[src/rtl/lsmcg_pkg.sv]
// ----------------------------------------------------------------------------
// lsmcg_pkg
// Shared types, constants and lookup tables of the LED strip mode and color
// generator.
// ----------------------------------------------------------------------------
package lsmcg_pkg;

  // Light modes in press order
  localparam logic [1:0] MODE_RAINBOW = 2'd0;
  localparam logic [1:0] MODE_STROBE  = 2'd1;
  localparam logic [1:0] MODE_WHITE   = 2'd2;
  localparam logic [1:0] MODE_STROBEW = 2'd3;

  localparam int unsigned KnobW     = 10;
  localparam int unsigned ColorW    = 24;
  localparam int unsigned HoldW     = 10;
  localparam int unsigned HueIdxW   = 6;
  localparam int unsigned PctW      = 6;
  localparam int unsigned SpeedIdxW = 4;
  localparam int unsigned SpeedStep = 1023 / 9;
  localparam int unsigned SpeedSteps = 9;

  localparam logic [ColorW-1:0] ColorWhite = 24'hffffff;
  localparam logic [ColorW-1:0] ColorBlack = 24'h000000;

  // One classified item, as queued between front and back
  typedef struct packed {
    logic [1:0]           mode;
    logic [HueIdxW-1:0]   hue_idx;
    logic [PctW-1:0]      pct;
    logic [SpeedIdxW-1:0] speed_idx;
  } lsmcg_entry_t;

  // Hue wheel, 0xRRGGBB
  function automatic logic [ColorW-1:0] hue_rgb(input logic [HueIdxW-1:0] idx);
    logic [ColorW-1:0] c;
    case (idx)
      6'd0:  c = 24'hff0000;  6'd1:  c = 24'hff1a00;  6'd2:  c = 24'hff3300;
      6'd3:  c = 24'hff4d00;  6'd4:  c = 24'hff6600;  6'd5:  c = 24'hff8000;
      6'd6:  c = 24'hff9900;  6'd7:  c = 24'hffb300;  6'd8:  c = 24'hffcc00;
      6'd9:  c = 24'hffe600;  6'd10: c = 24'hffff00;  6'd11: c = 24'he6ff00;
      6'd12: c = 24'hccff00;  6'd13: c = 24'hb3ff00;  6'd14: c = 24'h99ff00;
      6'd15: c = 24'h80ff00;  6'd16: c = 24'h66ff00;  6'd17: c = 24'h4dff00;
      6'd18: c = 24'h33ff00;  6'd19: c = 24'h1aff00;  6'd20: c = 24'h00ff00;
      6'd21: c = 24'h00ff1a;  6'd22: c = 24'h00ff33;  6'd23: c = 24'h00ff4d;
      6'd24: c = 24'h00ff66;  6'd25: c = 24'h00ff80;  6'd26: c = 24'h00ff99;
      6'd27: c = 24'h00ffb3;  6'd28: c = 24'h00ffcc;  6'd29: c = 24'h00ffe6;
      6'd30: c = 24'h00ffff;  6'd31: c = 24'h00e6ff;  6'd32: c = 24'h00ccff;
      6'd33: c = 24'h00b3ff;  6'd34: c = 24'h0099ff;  6'd35: c = 24'h0080ff;
      6'd36: c = 24'h0066ff;  6'd37: c = 24'h004dff;  6'd38: c = 24'h0033ff;
      6'd39: c = 24'h001aff;  6'd40: c = 24'h0000ff;  6'd41: c = 24'h1a00ff;
      6'd42: c = 24'h3300ff;  6'd43: c = 24'h4d00ff;  6'd44: c = 24'h6600ff;
      6'd45: c = 24'h8000ff;  6'd46: c = 24'h9900ff;  6'd47: c = 24'hb300ff;
      6'd48: c = 24'hcc00ff;  6'd49: c = 24'he600ff;  6'd50: c = 24'hff00ff;
      6'd51: c = 24'hff00e6;  6'd52: c = 24'hff00cc;  6'd53: c = 24'hff00b3;
      6'd54: c = 24'hff0099;  6'd55: c = 24'hff0080;  6'd56: c = 24'hff0066;
      6'd57: c = 24'hff004d;  6'd58: c = 24'hff0033;  6'd59: c = 24'hff001a;
      default: c = 24'hff001a;
    endcase
    return c;
  endfunction

  // Strobe hold time in ms per speed step
  function automatic logic [HoldW-1:0] hold_time(input logic [SpeedIdxW-1:0] idx);
    logic [HoldW-1:0] h;
    case (idx)
      4'd0:    h = 10'd1000;
      4'd1:    h = 10'd600;
      4'd2:    h = 10'd500;
      4'd3:    h = 10'd400;
      4'd4:    h = 10'd300;
      4'd5:    h = 10'd200;
      4'd6:    h = 10'd100;
      4'd7:    h = 10'd50;
      4'd8:    h = 10'd10;
      default: h = 10'd11;
    endcase
    return h;
  endfunction

endpackage

[src/rtl/lsmcg_if.sv]
// ----------------------------------------------------------------------------
// lsmcg_if
// Valid/ready channels of the generator: control loop passes in, frames out.
// ----------------------------------------------------------------------------
interface lsmcg_in_if;
  logic                          valid;
  logic                          ready;
  logic                          button_pressed;
  logic [lsmcg_pkg::KnobW-1:0]   hue_knob;
  logic [lsmcg_pkg::KnobW-1:0]   level_knob;

  modport source (output valid, button_pressed, hue_knob, level_knob, input ready);
  modport sink   (input valid, button_pressed, hue_knob, level_knob, output ready);
endinterface

interface lsmcg_out_if;
  logic                          valid;
  logic                          ready;
  logic [lsmcg_pkg::ColorW-1:0]  color_grb;
  logic [lsmcg_pkg::HoldW-1:0]   hold_ms;
  logic                          last;

  modport source (output valid, color_grb, hold_ms, last, input ready);
  modport sink   (input valid, color_grb, hold_ms, last, output ready);
endinterface

[src/rtl/lsmcg_front.sv]
// ----------------------------------------------------------------------------
// lsmcg_front
// Accepts loop passes, advances the light mode and classifies the knobs into
// hue index, brightness percent and strobe speed step.
// ----------------------------------------------------------------------------
module lsmcg_front (
  input  logic                    clk_i,
  input  logic                    rst_ni,
  lsmcg_in_if.sink                in_i,
  input  logic                    full_i,
  output logic                    push_o,
  output lsmcg_pkg::lsmcg_entry_t entry_o
);
  import lsmcg_pkg::*;

  logic [1:0]           mode_q, mode_d;
  logic [15:0]          hue_prod, lvl_prod;
  logic [HueIdxW-1:0]   hue_idx;
  logic [PctW-1:0]      pct;
  logic [KnobW-1:0]     speed_knob;
  logic [SpeedIdxW-1:0] speed_idx;

  // x / 1023 for x below 65472 (quotient fits six bits): quotient of x / 1024 plus at most one
  function automatic logic [5:0] div1023(input logic [15:0] x);
    logic [5:0]  q0;
    logic [15:0] q0x, r;
    q0  = x[15:10];
    q0x = {q0, 10'b0} - {10'b0, q0};
    r   = x - q0x;
    return (r >= 16'd1023) ? q0 + 6'd1 : q0;
  endfunction

  assign in_i.ready = !full_i;
  assign push_o     = in_i.valid && !full_i;

  // Mode advance on a press
  assign mode_d = in_i.button_pressed ? mode_q + 2'd1 : mode_q;

  always_ff @(posedge clk_i or negedge rst_ni) begin
    if (!rst_ni) begin
      mode_q <= MODE_RAINBOW;
    end else if (push_o) begin
      mode_q <= mode_d;
    end
  end

  // Hue index and brightness percent
  assign hue_prod = 16'(in_i.hue_knob) * 16'd59;
  assign lvl_prod = 16'(in_i.level_knob) * 16'd50;
  assign hue_idx  = div1023(hue_prod);
  assign pct      = div1023(lvl_prod);

  // Speed step: strobe reads the level knob, strobe white the hue knob
  assign speed_knob = (mode_d == MODE_STROBEW) ? in_i.hue_knob : in_i.level_knob;

  always_comb begin
    speed_idx = '0;
    for (int k = 1; k <= SpeedSteps; k++) begin
      if (speed_knob >= KnobW'(k * SpeedStep)) begin
        speed_idx = speed_idx + SpeedIdxW'(1);
      end
    end
  end

  assign entry_o.mode      = mode_d;
  assign entry_o.hue_idx   = hue_idx;
  assign entry_o.pct       = pct;
  assign entry_o.speed_idx = speed_idx;

endmodule

[src/rtl/lsmcg_queue.sv]
// ----------------------------------------------------------------------------
// lsmcg_queue
// Small register FIFO of classified items between front and back.
// ----------------------------------------------------------------------------
module lsmcg_queue #(
  parameter int unsigned Depth = 2
) (
  input  logic                    clk_i,
  input  logic                    rst_ni,
  input  logic                    push_i,
  input  lsmcg_pkg::lsmcg_entry_t entry_i,
  output logic                    full_o,
  input  logic                    pop_i,
  output logic                    avail_o,
  output lsmcg_pkg::lsmcg_entry_t entry_o
);
  import lsmcg_pkg::*;

  localparam int unsigned PtrW = (Depth > 1) ? $clog2(Depth) : 1;
  localparam int unsigned CntW = $clog2(Depth + 1);

  lsmcg_entry_t    mem_q [Depth];
  logic [PtrW-1:0] wptr_q, rptr_q;
  logic [CntW-1:0] cnt_q;
  logic            do_push, do_pop;

  assign full_o  = (cnt_q == CntW'(Depth));
  assign avail_o = (cnt_q != '0);
  assign do_push = push_i && !full_o;
  assign do_pop  = pop_i && avail_o;
  assign entry_o = mem_q[rptr_q];

  // Storage
  always_ff @(posedge clk_i) begin
    if (do_push) begin
      mem_q[wptr_q] <= entry_i;
    end
  end

  // Pointers and fill count
  always_ff @(posedge clk_i or negedge rst_ni) begin
    if (!rst_ni) begin
      wptr_q <= '0;
      rptr_q <= '0;
      cnt_q  <= '0;
    end else begin
      if (do_push) begin
        wptr_q <= (wptr_q == PtrW'(Depth - 1)) ? '0 : wptr_q + PtrW'(1);
      end
      if (do_pop) begin
        rptr_q <= (rptr_q == PtrW'(Depth - 1)) ? '0 : rptr_q + PtrW'(1);
      end
      if (do_push && !do_pop) begin
        cnt_q <= cnt_q + CntW'(1);
      end else if (do_pop && !do_push) begin
        cnt_q <= cnt_q - CntW'(1);
      end
    end
  end

endmodule

[src/rtl/lsmcg_back.sv]
// ----------------------------------------------------------------------------
// lsmcg_back
// Sequencer that scales the frame color (not in strobe mode), orders it GRB and
// sends one frame, or a color frame and a black frame for the strobe modes.
// ----------------------------------------------------------------------------
module lsmcg_back (
  input  logic                    clk_i,
  input  logic                    rst_ni,
  input  logic                    avail_i,
  input  lsmcg_pkg::lsmcg_entry_t entry_i,
  output logic                    pop_o,
  lsmcg_out_if.source             out_o
);
  import lsmcg_pkg::*;

  localparam logic [2:0] ST_IDLE  = 3'd0;
  localparam logic [2:0] ST_MUL   = 3'd1;
  localparam logic [2:0] ST_RECIP = 3'd2;
  localparam logic [2:0] ST_FIX   = 3'd3;
  localparam logic [2:0] ST_OUT   = 3'd4;

  logic [2:0]        state_q, state_d;
  lsmcg_entry_t      ent_q;
  logic [ColorW-1:0] base;
  logic [13:0]       prod_q [3];
  logic [7:0]        quo_q  [3];
  logic [7:0]        scaled [3];
  logic [ColorW-1:0] scaled_rgb, frame;
  logic              second_q;
  logic [ColorW-1:0] color_q;
  logic [HoldW-1:0]  hold_q;
  logic              last_q;

  function automatic logic [ColorW-1:0] to_grb(input logic [ColorW-1:0] w);
    return {w[15:8], w[23:16], w[7:0]};
  endfunction

  assign pop_o = (state_q == ST_IDLE) && avail_i;

  // Unscaled color of this item, 0xRRGGBB
  assign base = (ent_q.mode == MODE_RAINBOW || ent_q.mode == MODE_STROBE)
              ? hue_rgb(ent_q.hue_idx) : ColorWhite;

  // Per channel: product, quotient estimate by 655/65536, one correction
  always_comb begin
    for (int c = 0; c < 3; c++) begin
      logic [13:0] q100, r;
      q100 = {quo_q[c], 6'b0} + {1'b0, quo_q[c], 5'b0} + {4'b0, quo_q[c], 2'b0};
      r    = prod_q[c] - q100;
      scaled[c] = (r >= 14'd100) ? quo_q[c] + 8'd1 : quo_q[c];
    end
  end

  assign scaled_rgb = {scaled[2], scaled[1], scaled[0]};

  always_comb begin
    case (ent_q.mode)
      MODE_RAINBOW: frame = to_grb(scaled_rgb);
      MODE_STROBE:  frame = to_grb(base);
      default:      frame = scaled_rgb;
    endcase
  end

  // Next state
  always_comb begin
    state_d = state_q;
    case (state_q)
      ST_IDLE:  if (avail_i) state_d = ST_MUL;
      ST_MUL:   state_d = ST_RECIP;
      ST_RECIP: state_d = ST_FIX;
      ST_FIX:   state_d = ST_OUT;
      ST_OUT:   if (out_o.ready && !second_q) state_d = ST_IDLE;
      default:  state_d = ST_IDLE;
    endcase
  end

  always_ff @(posedge clk_i or negedge rst_ni) begin
    if (!rst_ni) begin
      state_q  <= ST_IDLE;
      second_q <= 1'b0;
    end else begin
      state_q <= state_d;
      if (state_q == ST_FIX) begin
        second_q <= ent_q.mode[0];
      end else if (state_q == ST_OUT && out_o.ready) begin
        second_q <= 1'b0;
      end
    end
  end

  // Datapath registers
  always_ff @(posedge clk_i) begin
    if (pop_o) begin
      ent_q <= entry_i;
    end
    if (state_q == ST_MUL) begin
      for (int c = 0; c < 3; c++) begin
        prod_q[c] <= 14'(base[8*c +: 8]) * 14'(ent_q.pct);
      end
    end
    if (state_q == ST_RECIP) begin
      for (int c = 0; c < 3; c++) begin
        quo_q[c] <= 8'((24'(prod_q[c]) * 24'd655) >> 16);
      end
    end
    if (state_q == ST_FIX) begin
      color_q <= frame;
      hold_q  <= ent_q.mode[0] ? hold_time(ent_q.speed_idx) : '0;
      last_q  <= !ent_q.mode[0];
    end else if (state_q == ST_OUT && out_o.ready && second_q) begin
      color_q <= ColorBlack;
      last_q  <= 1'b1;
    end
  end

  assign out_o.valid     = (state_q == ST_OUT);
  assign out_o.color_grb = color_q;
  assign out_o.hold_ms   = hold_q;
  assign out_o.last      = last_q;

endmodule

[src/rtl/led_strip_mode_color_generator_core.sv]
// ----------------------------------------------------------------------------
// led_strip_mode_color_generator_core
// LED strip mode and color generator: mode cycle on button presses, frame
// color and strobe hold time from two knob samples.
// ----------------------------------------------------------------------------
// Each accepted pass goes through the queue to the back-end sequencer, whose
// MUL, RECIP and FIX steps precede its first frame; strobe modes add a black
// frame. The back takes the next pass only once its last frame is taken.
// The front accepts passes into a QueueDepth-entry queue while the back works.
// Reset: light mode returns to rainbow, queue and sequencer empty.
module led_strip_mode_color_generator_core #(
  parameter int unsigned QueueDepth = 2
) (
  input  logic        clk_i,
  input  logic        rst_ni,
  lsmcg_in_if.sink    in_i,
  lsmcg_out_if.source out_o
);
  import lsmcg_pkg::*;

  logic         push, full, pop, avail;
  lsmcg_entry_t push_entry, pop_entry;

  lsmcg_front u_front (
    .clk_i   (clk_i),
    .rst_ni  (rst_ni),
    .in_i    (in_i),
    .full_i  (full),
    .push_o  (push),
    .entry_o (push_entry)
  );

  lsmcg_queue #(
    .Depth (QueueDepth)
  ) u_queue (
    .clk_i   (clk_i),
    .rst_ni  (rst_ni),
    .push_i  (push),
    .entry_i (push_entry),
    .full_o  (full),
    .pop_i   (pop),
    .avail_o (avail),
    .entry_o (pop_entry)
  );

  lsmcg_back u_back (
    .clk_i   (clk_i),
    .rst_ni  (rst_ni),
    .avail_i (avail),
    .entry_i (pop_entry),
    .pop_o   (pop),
    .out_o   (out_o)
  );

endmodule

[src/flat_wrapper.sv]
// flat-port wrapper written by rule: the top's interface ports become plain ports
module led_strip_mode_color_generator_core_flat import lsmcg_pkg::*;
#(
  parameter int unsigned QueueDepth = 2
)
  (clk_i, rst_ni, in_i_valid, in_i_button_pressed, in_i_hue_knob, in_i_level_knob, in_i_ready, out_o_valid, out_o_color_grb, out_o_hold_ms, out_o_last, out_o_ready);
  lsmcg_in_if in_i_i ();
  lsmcg_out_if out_o_i ();
  input  logic clk_i;
  input  logic rst_ni;
  input wire logic [$bits(in_i_i.valid)-1:0] in_i_valid;
  input wire logic [$bits(in_i_i.button_pressed)-1:0] in_i_button_pressed;
  input wire logic [$bits(in_i_i.hue_knob)-1:0] in_i_hue_knob;
  input wire logic [$bits(in_i_i.level_knob)-1:0] in_i_level_knob;
  output wire logic [$bits(in_i_i.ready)-1:0] in_i_ready;
  output wire logic [$bits(out_o_i.valid)-1:0] out_o_valid;
  output wire logic [$bits(out_o_i.color_grb)-1:0] out_o_color_grb;
  output wire logic [$bits(out_o_i.hold_ms)-1:0] out_o_hold_ms;
  output wire logic [$bits(out_o_i.last)-1:0] out_o_last;
  input wire logic [$bits(out_o_i.ready)-1:0] out_o_ready;
  assign in_i_i.valid = in_i_valid;
  assign in_i_i.button_pressed = in_i_button_pressed;
  assign in_i_i.hue_knob = in_i_hue_knob;
  assign in_i_i.level_knob = in_i_level_knob;
  assign in_i_ready = in_i_i.ready;
  assign out_o_valid = out_o_i.valid;
  assign out_o_color_grb = out_o_i.color_grb;
  assign out_o_hold_ms = out_o_i.hold_ms;
  assign out_o_last = out_o_i.last;
  assign out_o_i.ready = out_o_ready;
  led_strip_mode_color_generator_core #(.QueueDepth(QueueDepth)) u_core (.clk_i(clk_i), .rst_ni(rst_ni), .in_i(in_i_i), .out_o(out_o_i));
endmodule
[config.mk]
export PLATFORM = sky130hd
export DESIGN_NAME = led_strip_mode_color_generator_core_flat
export DESIGN_NICKNAME = d
export VERILOG_FILES = /design/src/rtl/lsmcg_pkg.sv /design/src/rtl/lsmcg_if.sv /design/src/rtl/lsmcg_front.sv /design/src/rtl/lsmcg_queue.sv /design/src/rtl/lsmcg_back.sv /design/src/rtl/led_strip_mode_color_generator_core.sv /design/src/flat_wrapper.sv
export SDC_FILE = /design/constraint.sdc
export NUM_CORES = 1
export LEC_CHECK = 0
export BUFFER_PORTS_ARGS = -buffer_cell sky130_fd_sc_hd__clkbuf_2
export CAP_MARGIN = 20
export CORE_MARGIN = 2
export CORE_UTILIZATION = 35
export CTS_CLUSTER_DIAMETER = 60
export DETAILED_ROUTE_END_ITERATION = 8
export PLACE_DENSITY_LB_ADDON = 0.2
export SYNTH_ARGS = -nofsm -noshare
export SYNTH_HDL_FRONTEND = slang
export SYNTH_HIERARCHICAL = 1
export SYNTH_SLANG_ARGS = --single-unit
[constraint.sdc]
create_clock -name clk_i -period 12.05 [get_ports clk_i]
set_input_delay 2.41 -clock clk_i [delete_from_list [all_inputs] [get_ports clk_i]]
set_output_delay 2.41 -clock clk_i [all_outputs]
set_load 0.005 [all_outputs]
* After elaboration in Yosys (flattened, before gate mapping)
Memories as Yosys holds them, arrays and structs flattened. A register that Yosys moved wholly into a read port is not among the register bits. Cells that the tools add are included.
Cells by class: bitwise gates (word level) 0, $add $sub $neg 31, equality and inequality tests 9, order comparisons 14, multipliers 8, shift-type cells 0, muxes and demuxes 37, reduce and logical (&&, ||, !) cells 23, div/mod/pow operators 0
Operator list (number):
- multiplier 14 x 10 -> 24 bit (second input constant) | 3
- 2-to-1 mux 24 bit | 3
- greater-or-equal comparator 10 bit (second input constant) | 5
- case mux 24 bit (2 select lines) | 1
- adder 14 x 10 -> 14 bit | 3
- adder 14 x 13 -> 14 bit | 3
- greater-or-equal comparator 14 x 7 -> 1 bit (second input constant) | 3
- multiplier 8 x 6 -> 14 bit | 3
- subtractor 14 bit | 3
- adder 4 x 1 -> 4 bit (second input constant) | 8
- greater-or-equal comparator 16 x 10 -> 1 bit (second input constant) | 2
- 2-to-1 mux 4 bit | 8
- subtractor 16 bit | 2
- subtractor 16 x 6 -> 16 bit | 2
- adder 8 x 1 -> 8 bit (second input constant) | 3
- 2-to-1 mux 8 bit | 3
- greater-or-equal comparator 10 x 9 -> 1 bit (second input constant) | 2
- multiplier 10 x 6 -> 16 bit (second input constant) | 1
- multiplier 10 x 5 -> 15 bit (second input constant) | 1
- case mux 3 bit (5 select lines) | 1
- 2-to-1 mux 1 bit | 13
- adder 6 x 1 -> 6 bit (second input constant) | 2
- 2-to-1 mux 6 bit | 2
- greater-or-equal comparator 10 x 7 -> 1 bit (second input constant) | 1
- 21 further kinds | 44
Word-level totals: input bits 25, memories kept 5, latch bits 0, bits in writable memories 102, output and inout bits 37, logic and storage cells 135, ROM bits 1696, flip-flop bits (word level) 35
Memories:
- (name not given) | words 64, bits a word 24, rd ports 1, clocked after memory_dff 0, write ports 0, RTL line lsmcg_pkg.sv:37 | case (idx)
- (name not given) | words 16, bits a word 10, rd ports 1, clocked after memory_dff 1, write ports 0, RTL line lsmcg_pkg.sv:66 | case (idx)
- u_core.u_back.prod_q | words 3, bits a word 14, rd ports 3, clocked after memory_dff 0, write ports 3, RTL line lsmcg_back.sv:25 | logic [13:0] prod_q [3];
- u_core.u_queue.mem_q | words 2, bits a word 18, rd ports 1, clocked after memory_dff 1, write ports 1, RTL line lsmcg_queue.sv:22 | lsmcg_entry_t mem_q [Depth];
- u_core.u_back.quo_q | words 3, bits a word 8, rd ports 3, clocked after memory_dff 0, write ports 3, RTL line lsmcg_back.sv:26 | logic [7:0] quo_q [3];

* Depth between registers and ports, before layout
Gate-level depths: netlist (run 1).
depth after elaboration 22, depth in mapped cells 27, gate-level depth less buffers 27

* Modules after synthesis
The synthesis (run 1) kept the hierarchy.
By module, submodules not included:
- lsmcg_back | area each 20998.9 um^2, instances 1, cells each 2157, seq. area each 4093.9 um^2
- lsmcg_front | area each 4713.3 um^2, instances 1, cells each 591, seq. area each 50.0 um^2
- lsmcg_queue | area each 1549.0 um^2, instances 1, cells each 75, seq. area each 1181.1 um^2

* Worst setup path after synthesis (run 1)
No wires, ideal clock.
path kind input -> register, from input port in_i_hue_knob[0], to memory u_core/u_queue/mem_q[0][11] in the netlist's numbering, data pin, setup slack 3.765 ns, required time 11.788 ns, path buffers 0, setup time 0.262 ns, stages 25, data arrival time 8.023 ns, cells stage by stage fa_1 > inv_1 > fa_1 > inv_1 > fa_1 > ha_1 > nor2b_1 > o21ai_0 > a21boi_0 > o21ai_0 > a21o_1 > a21boi_0 > o21ai_0 > a21oi_1 > xnor2_1 > ha_1 > inv_1 > ha_1 > a21oi_1 > o221ai_1 > or4_1 > a2111oi_0 > o211ai_1 > nand2_1 > mux2_2
RTL lines:
- from (decl) | RTL line flat_wrapper.sv:13 | input wire logic [$bits(in_i_i.hue_knob)-1:0] in_i_hue_knob;
- to (decl) | RTL line lsmcg_queue.sv:22

==> results of run 1 <==
[synth_stat cells, types with 11 or more instances]
cell type,n
inv_1,571
a21oi_1,132
nor2_1,146
nand4_1,16
ha_1,520
edfxtp_1,155
clkbuf_1,46
o21a_1,13
o21ai_0,146
a31oi_1,13
nand2_1,88
nor3_1,42
nand2b_1,12
xor2_1,32
or2_2,11
dfxtp_1,21
nand3_1,45
nor2b_1,102
fa_1,254
a21o_1,20
o22ai_1,13
mux2_2,24
nor4_1,15
and3_1,13
o21bai_1,26
a211oi_1,13
xnor2_1,113
mux2_4,11
mux2i_1,18
[cell type report]
class / count / area (µm²)
fill: 7778 / 48000
multi-input combinational: 2010 / 19600
sequential: 186 / 5330
inverter: 573 / 2150
tap: 1040 / 1300
clock buffer: 17 / 425
timing repair buffer: 74 / 400
clock inverter: 15 / 203
[logic make-up after synthesis]
family | synth area share
AO/OA/AOI/OAI | 0.114
multiplexers | 0.0230
XOR/XNOR | 0.0516
AND/OR/NAND/NOR | 0.103
buffers and inverters | 0.0880
adder cells (fa/ha/maj) | 0.425
flip-flops | 0.195
[path summary, 6_finish.rpt]
check	start	to	slack, ps	cells past startpoint
min in group asynchronous	rst_ni	u_core/u_front/mode_q[0]	1820	1
max	in_i_hue_knob[0]	u_core/u_queue/mem_q[0][11]	3310	26
max reg2reg	u_core/u_front/mode_q[1]	u_core/u_queue/mem_q[0][1]	5520	22
max in group asynchronous	rst_ni	u_core/u_back/state_q[0]	9990	1
min reg2reg	u_core/u_queue/wptr_q	u_core/u_queue/wptr_q	490	1
min	u_core/u_queue/wptr_q	u_core/u_queue/wptr_q	490	1
[stage by stage]
stage,hold slack [ps],instances,worst slack (ps),cell area (µm²)
global placement,471,3882,3040,28700
floorplan,456,2823,3760,27300
finish,495,3915,3310,29400
global route,519,3915,2680,29400
detailed placement,481,3882,2890,28700
CTS,498,3914,3360,29400
[layer usage]
| layer | part of all wire | wire (µm) | GRT usage |
|---|---|---|---|
| met5 | 0.00020 | 12 | 0 |
| met4 | 0.013 | 790 | 0.0343 |
| met3 | 0.037 | 2220 | 0.0178 |
| met2 | 0.47 | 28500 | 0.260 |
| met1 | 0.47 | 28500 | 0.208 |
==> out/results.tsv, run 1 <==
stage	metric	value	unit
drt	first_pass_iters	5	
worst_setup_path	crit_fanout	8	
worst_setup_path	required	12270	ps
timing	max_slew.worst_pin.slew	1100	ps
grt	grt_pass1_vias	20000	
timing	min_period	8740	ps
yosys	async_flop_share	0.0538	
drt	drc	0	
timing	rsz0062_at_grt	no	
yosys	syn_area_per_cell	9.66	µm²
timing	finalHoldViolCount	0	
grt	grt_pass1_wl	101	mm
timing	worst_clock_skew	13.9	ps
worst_setup_path	critPathSlowestCell	fa_1	
cts	post-cts-setup-buffers	0	
timing	setup_viol	0	
yosys	synth_top_area_frac	0.239	
cells_and_area	diodes	0	
yosys	yosysTopAreaCell	ha_1	
run	drv_cap	0	
placed_design	routabilityCongestion	0.871	
status	outcome	completed	
timing	timing.fmax	114	MHz
cells_and_area	syn_to_final_growth	7.70	%
yosys	yosysSeqAreaShare	0.195	
worst_setup_path	slowest_delay	560	ps
timing	setup-tns-final	0	ps
timing	finalCritPeriodShare	0.725	
worst_setup_path	critPathBufInv	4	
grt	grt_use_total	0.153	
grt	antenna_found_initial	2	
die	dieHeight	283	µm
drt	wl	60.1	mm
cts	cts_tree	done	
cts	clockRootBuffer	clkbuf_16	
placed_design	hpwl	49.7	mm
worst_setup_path	arrival	8950	ps
yosys	syn-cell-area	0.0273	mm²
yosys	synth_nets	3622	
yosys	netlist_instances	2823	
cells_and_area	layout_commonest_cell	inv_1	
cts	cts_made_buffers	17	
placed_design	port_buffers	61	
die	die-area	0.0801	mm²
grt	grt-ovfl-total	0	
cts	holdBufCountCts	0	
drt	vias	19400	
cells_and_area	drive_gt1_frac	0.0633	
cts	post_cts_resized	0	
cells_and_area	final_cell_mix	571 x inv_1, 520 x ha_1, 254 x fa_1	
yosys	synth_warnings	6	
worst_setup_path	cp_top_family	compound AO/OA/AOI/OAI gates	
drt	via_per_inst	4.95	
grt	grt_max_degree	80	
die	start_util	0.352	
timing	slew_viol_final	0	
die	fp.dieW	283	µm
yosys	synth_cell_types	98	
yosys	synth-edff-count	155	
cells_and_area	finalNetCount	3661	
worst_hold_path	hold_class	reg -> reg	
cells_and_area	fin_util	0.380	
yosys	ys_ff_latch	186	
yosys	synth-main-ff-cell	edfxtp_1	
worst_setup_path	startpoint_type	input port	
die	ios	62	
worst_setup_path	end_kind	flop	
drt	post_drt_wl_per_cell	15.4	µm
cts	path_clk_slew	80	ps
drt	drtIter0Drc	928	
cts	htreeDepth	4	
die	core	0.0773	mm²
die	fp-row-count	102	
cts	clock-sinks	186	
timing	relSlewSlack	0.256	
drt	ant_nets	0	
worst_setup_path	critical_path_class	in -> reg	
cts	cts.path.max_buffers	2	
yosys	ys_top_cells_by_area	ha_1 24%, fa_1 19%, edfxtp_1 17%	
cts	clock_latency	460	ps
Power of run 1 is left out: the tool's default activity adds up to more than one toggle a clock period on the data nets, which glitch-free logic cannot reach.
==> run 2: changes to the inputs <==
Clock period 12.05 ns to 7.7 ns, I/O delays scaled along.
==> run 2 against run 1 <==
Against the previous run:
- worst setup slack got worse by 2900 ps
- sequential share of layout area decreased by 0.15 points
- register-to-register slack got worse by 4200 ps
- final cell count increased by 0.82%
- wire length increased by 1.0%
- clock skew decreased by 1.3 ps
- non-clock buffer count increased by 32
- clock-buffer cell count increased by 1
- global-route usage increased by 0.18 points
- via count increased by 0.37%
- die area unchanged
- largest cell class unchanged
- highest routed layer unchanged
==> out/results.tsv, run 2 (synthesized netlist as in run 1, its figures left out) <==
stage	metric	value	unit	change
worst_setup_path	slowest_delay	530	ps	was 560 ps
die	dieHeight	283	µm	unchanged
worst_setup_path	critPathSlowestCell	fa_1		unchanged
drt	vias	19400		about the same
cells_and_area	layout_commonest_cell	inv_1		unchanged
worst_setup_path	arrival	7480	ps	was 8950 ps
cts	holdBufCountCts	0		unchanged
timing	finalCritPeriodShare	0.944		
worst_setup_path	reg2regPathDepth	23		was 22
die	die-area	0.0801	mm²	unchanged
drt	first_pass_iters	5		unchanged
worst_setup_path	critPathBufInv	5		was 4
drt	ant_nets	0		unchanged
worst_setup_path	crit_fanout	4		was 8
cts	path_clk_slew	80	ps	about the same
drt	drc	0		unchanged
die	fp.dieW	283	µm	unchanged
worst_setup_path	end_kind	flop		unchanged
cells_and_area	drive_gt1_frac	0.0750		was 0.0633
drt	drtIter0Drc	862		was 928
worst_hold_path	hold_class	reg -> reg		unchanged
drt	post_drt_wl_per_cell	15.4	µm	about the same
die	start_util	0.352		unchanged
worst_setup_path	required	7910	ps	was 12270 ps
worst_setup_path	cp_top_family	adder cells		was compound AO/OA/AOI/OAI gates
cts	clock-sinks	186		unchanged
status	outcome	completed		unchanged
cells_and_area	syn_to_final_growth	8.59	%	was 7.70%
timing	slew_viol_final	0		unchanged
cts	clockRootBuffer	clkbuf_16		unchanged
timing	min_period	7270	ps	
grt	grt_pass1_vias	20500		was 20000
worst_setup_path	critical_path_class	in -> reg		unchanged
timing	finalHoldViolCount	0		unchanged
worst_hold_path	min-delay-start	u_core/u_queue/wptr_q		unchanged
worst_setup_path	ff2ff_setup_slack	1310	ps	was 5520 ps
grt	grt-ovfl-total	0		unchanged
timing	max_slew.worst_pin.slew	973	ps	was 1100 ps
worst_hold_path	hold_end	u_core/u_queue/wptr_q		unchanged
cts	cts_tree	done		unchanged
cts	htreeDepth	4		unchanged
timing	rsz0062_at_grt	no		unchanged
grt	grt_use_total	0.155		was 0.153
timing	relSlewSlack	0.343		was 0.256
cells_and_area	final_cell_mix	571 x inv_1, 520 x ha_1, 254 x fa_1		unchanged
timing	fin_hold_ws	495	ps	about the same
drt	wl	60.7	mm	was 60.1 mm
die	ios	62		unchanged
die	fp-row-count	102		unchanged
die	core	0.0773	mm²	unchanged
run	drv_cap	0		unchanged
grt	grt_pass1_wl	102	mm	was 101 mm
timing	worst_clock_skew	12.5	ps	was 13.9 ps
grt	antenna_found_initial	1		was 2
cts	clock_latency	460	ps	about the same
timing	setup-tns-final	0	ps	unchanged
cells_and_area	finalNetCount	3693		was 3661
worst_setup_path	r2r_start	u_core/u_front/mode_q[0]		was u_core/u_front/mode_q[1]
placed_design	port_buffers	61		unchanged
cts	cts.path.max_buffers	2		unchanged
placed_design	hpwl	50.4	mm	was 49.7 mm
cts	cts_made_buffers	17		unchanged
timing	setup_viol	0		unchanged
drt	via_per_inst	4.93		was 4.95
cells_and_area	diodes	0		unchanged
worst_setup_path	startpoint_type	input port		unchanged
worst_hold_path	hold_path_depth	1		unchanged
placed_design	routabilityCongestion	0.877		was 0.871
worst_setup_path	r2r-end	u_core/u_queue/mem_q[0][1]		unchanged
grt	grt_max_degree	80		unchanged
timing	timing.fmax	138	MHz	
==> run 2: cell types whose count changed in the layout (fill, tap and decap cells not counted), sizes merged <==
cell / delta
buf: +32
clkinv: -3
clkinvlp: +2
clkbuf: +1
==> run 2: how the worst max path moves through the flow <==
stage	end	start	cells past startpoint	slack (ps)
CTS	u_core/u_queue/mem_q[1][11]	in_i_hue_knob[0]	26	220
finish	u_core/u_queue/mem_q[1][11]	in_i_hue_knob[0]	27	430
detailed placement	u_core/u_queue/mem_q[0][11]	in_i_hue_knob[0]	26	-290
floorplan	u_core/u_queue/mem_q[0][11]	in_i_hue_knob[0]	25	280
global route	u_core/u_queue/mem_q[0][9]	in_i_level_knob[3]	29	8
global placement	u_core/u_queue/mem_q[0][11]	in_i_hue_knob[0]	26	-250
==> run 2: cell type report <==
type                       instances  area (µm²)
clock buffer                      18         429
clock inverter                    14         180
fill                            7783       47700
inverter                         573        2150
multi-input combinational       2010       19600
sequential                       186        5330
tap                             1040        1300
timing repair buffer             106         641
==> run 2: what timing repair did <==
item,4_1_cts,5_1_grt
setup endpoints to repair,0,14
gates resized for setup,0,9
setup buffers,0,2
==> run 2: routing by layer <==
metal	GRT usage	vias to the layer above	wire length, µm	share of wire
li1	-	9649	-	-
met1	0.205	9475	28800	0.47
met2	0.267	273	28900	0.48
met3	0.0196	49	2060	0.034
met4	0.0381	2	940	0.015
met5	0	-	12	0.00020
==> run 2: metrics by stage <==
stage               instances  worst slack (ps)  instance area, µm²  utilization
floorplan                2823               285               27300            -
global placement         3912              -246               29000        0.374
detailed placement       3913              -292               29000        0.374
CTS                      3945               219               29600        0.382
global route             3947              7.73               29600        0.383
finish                   3947               430               29600        0.383
Power of run 2 is left out for the same reason.
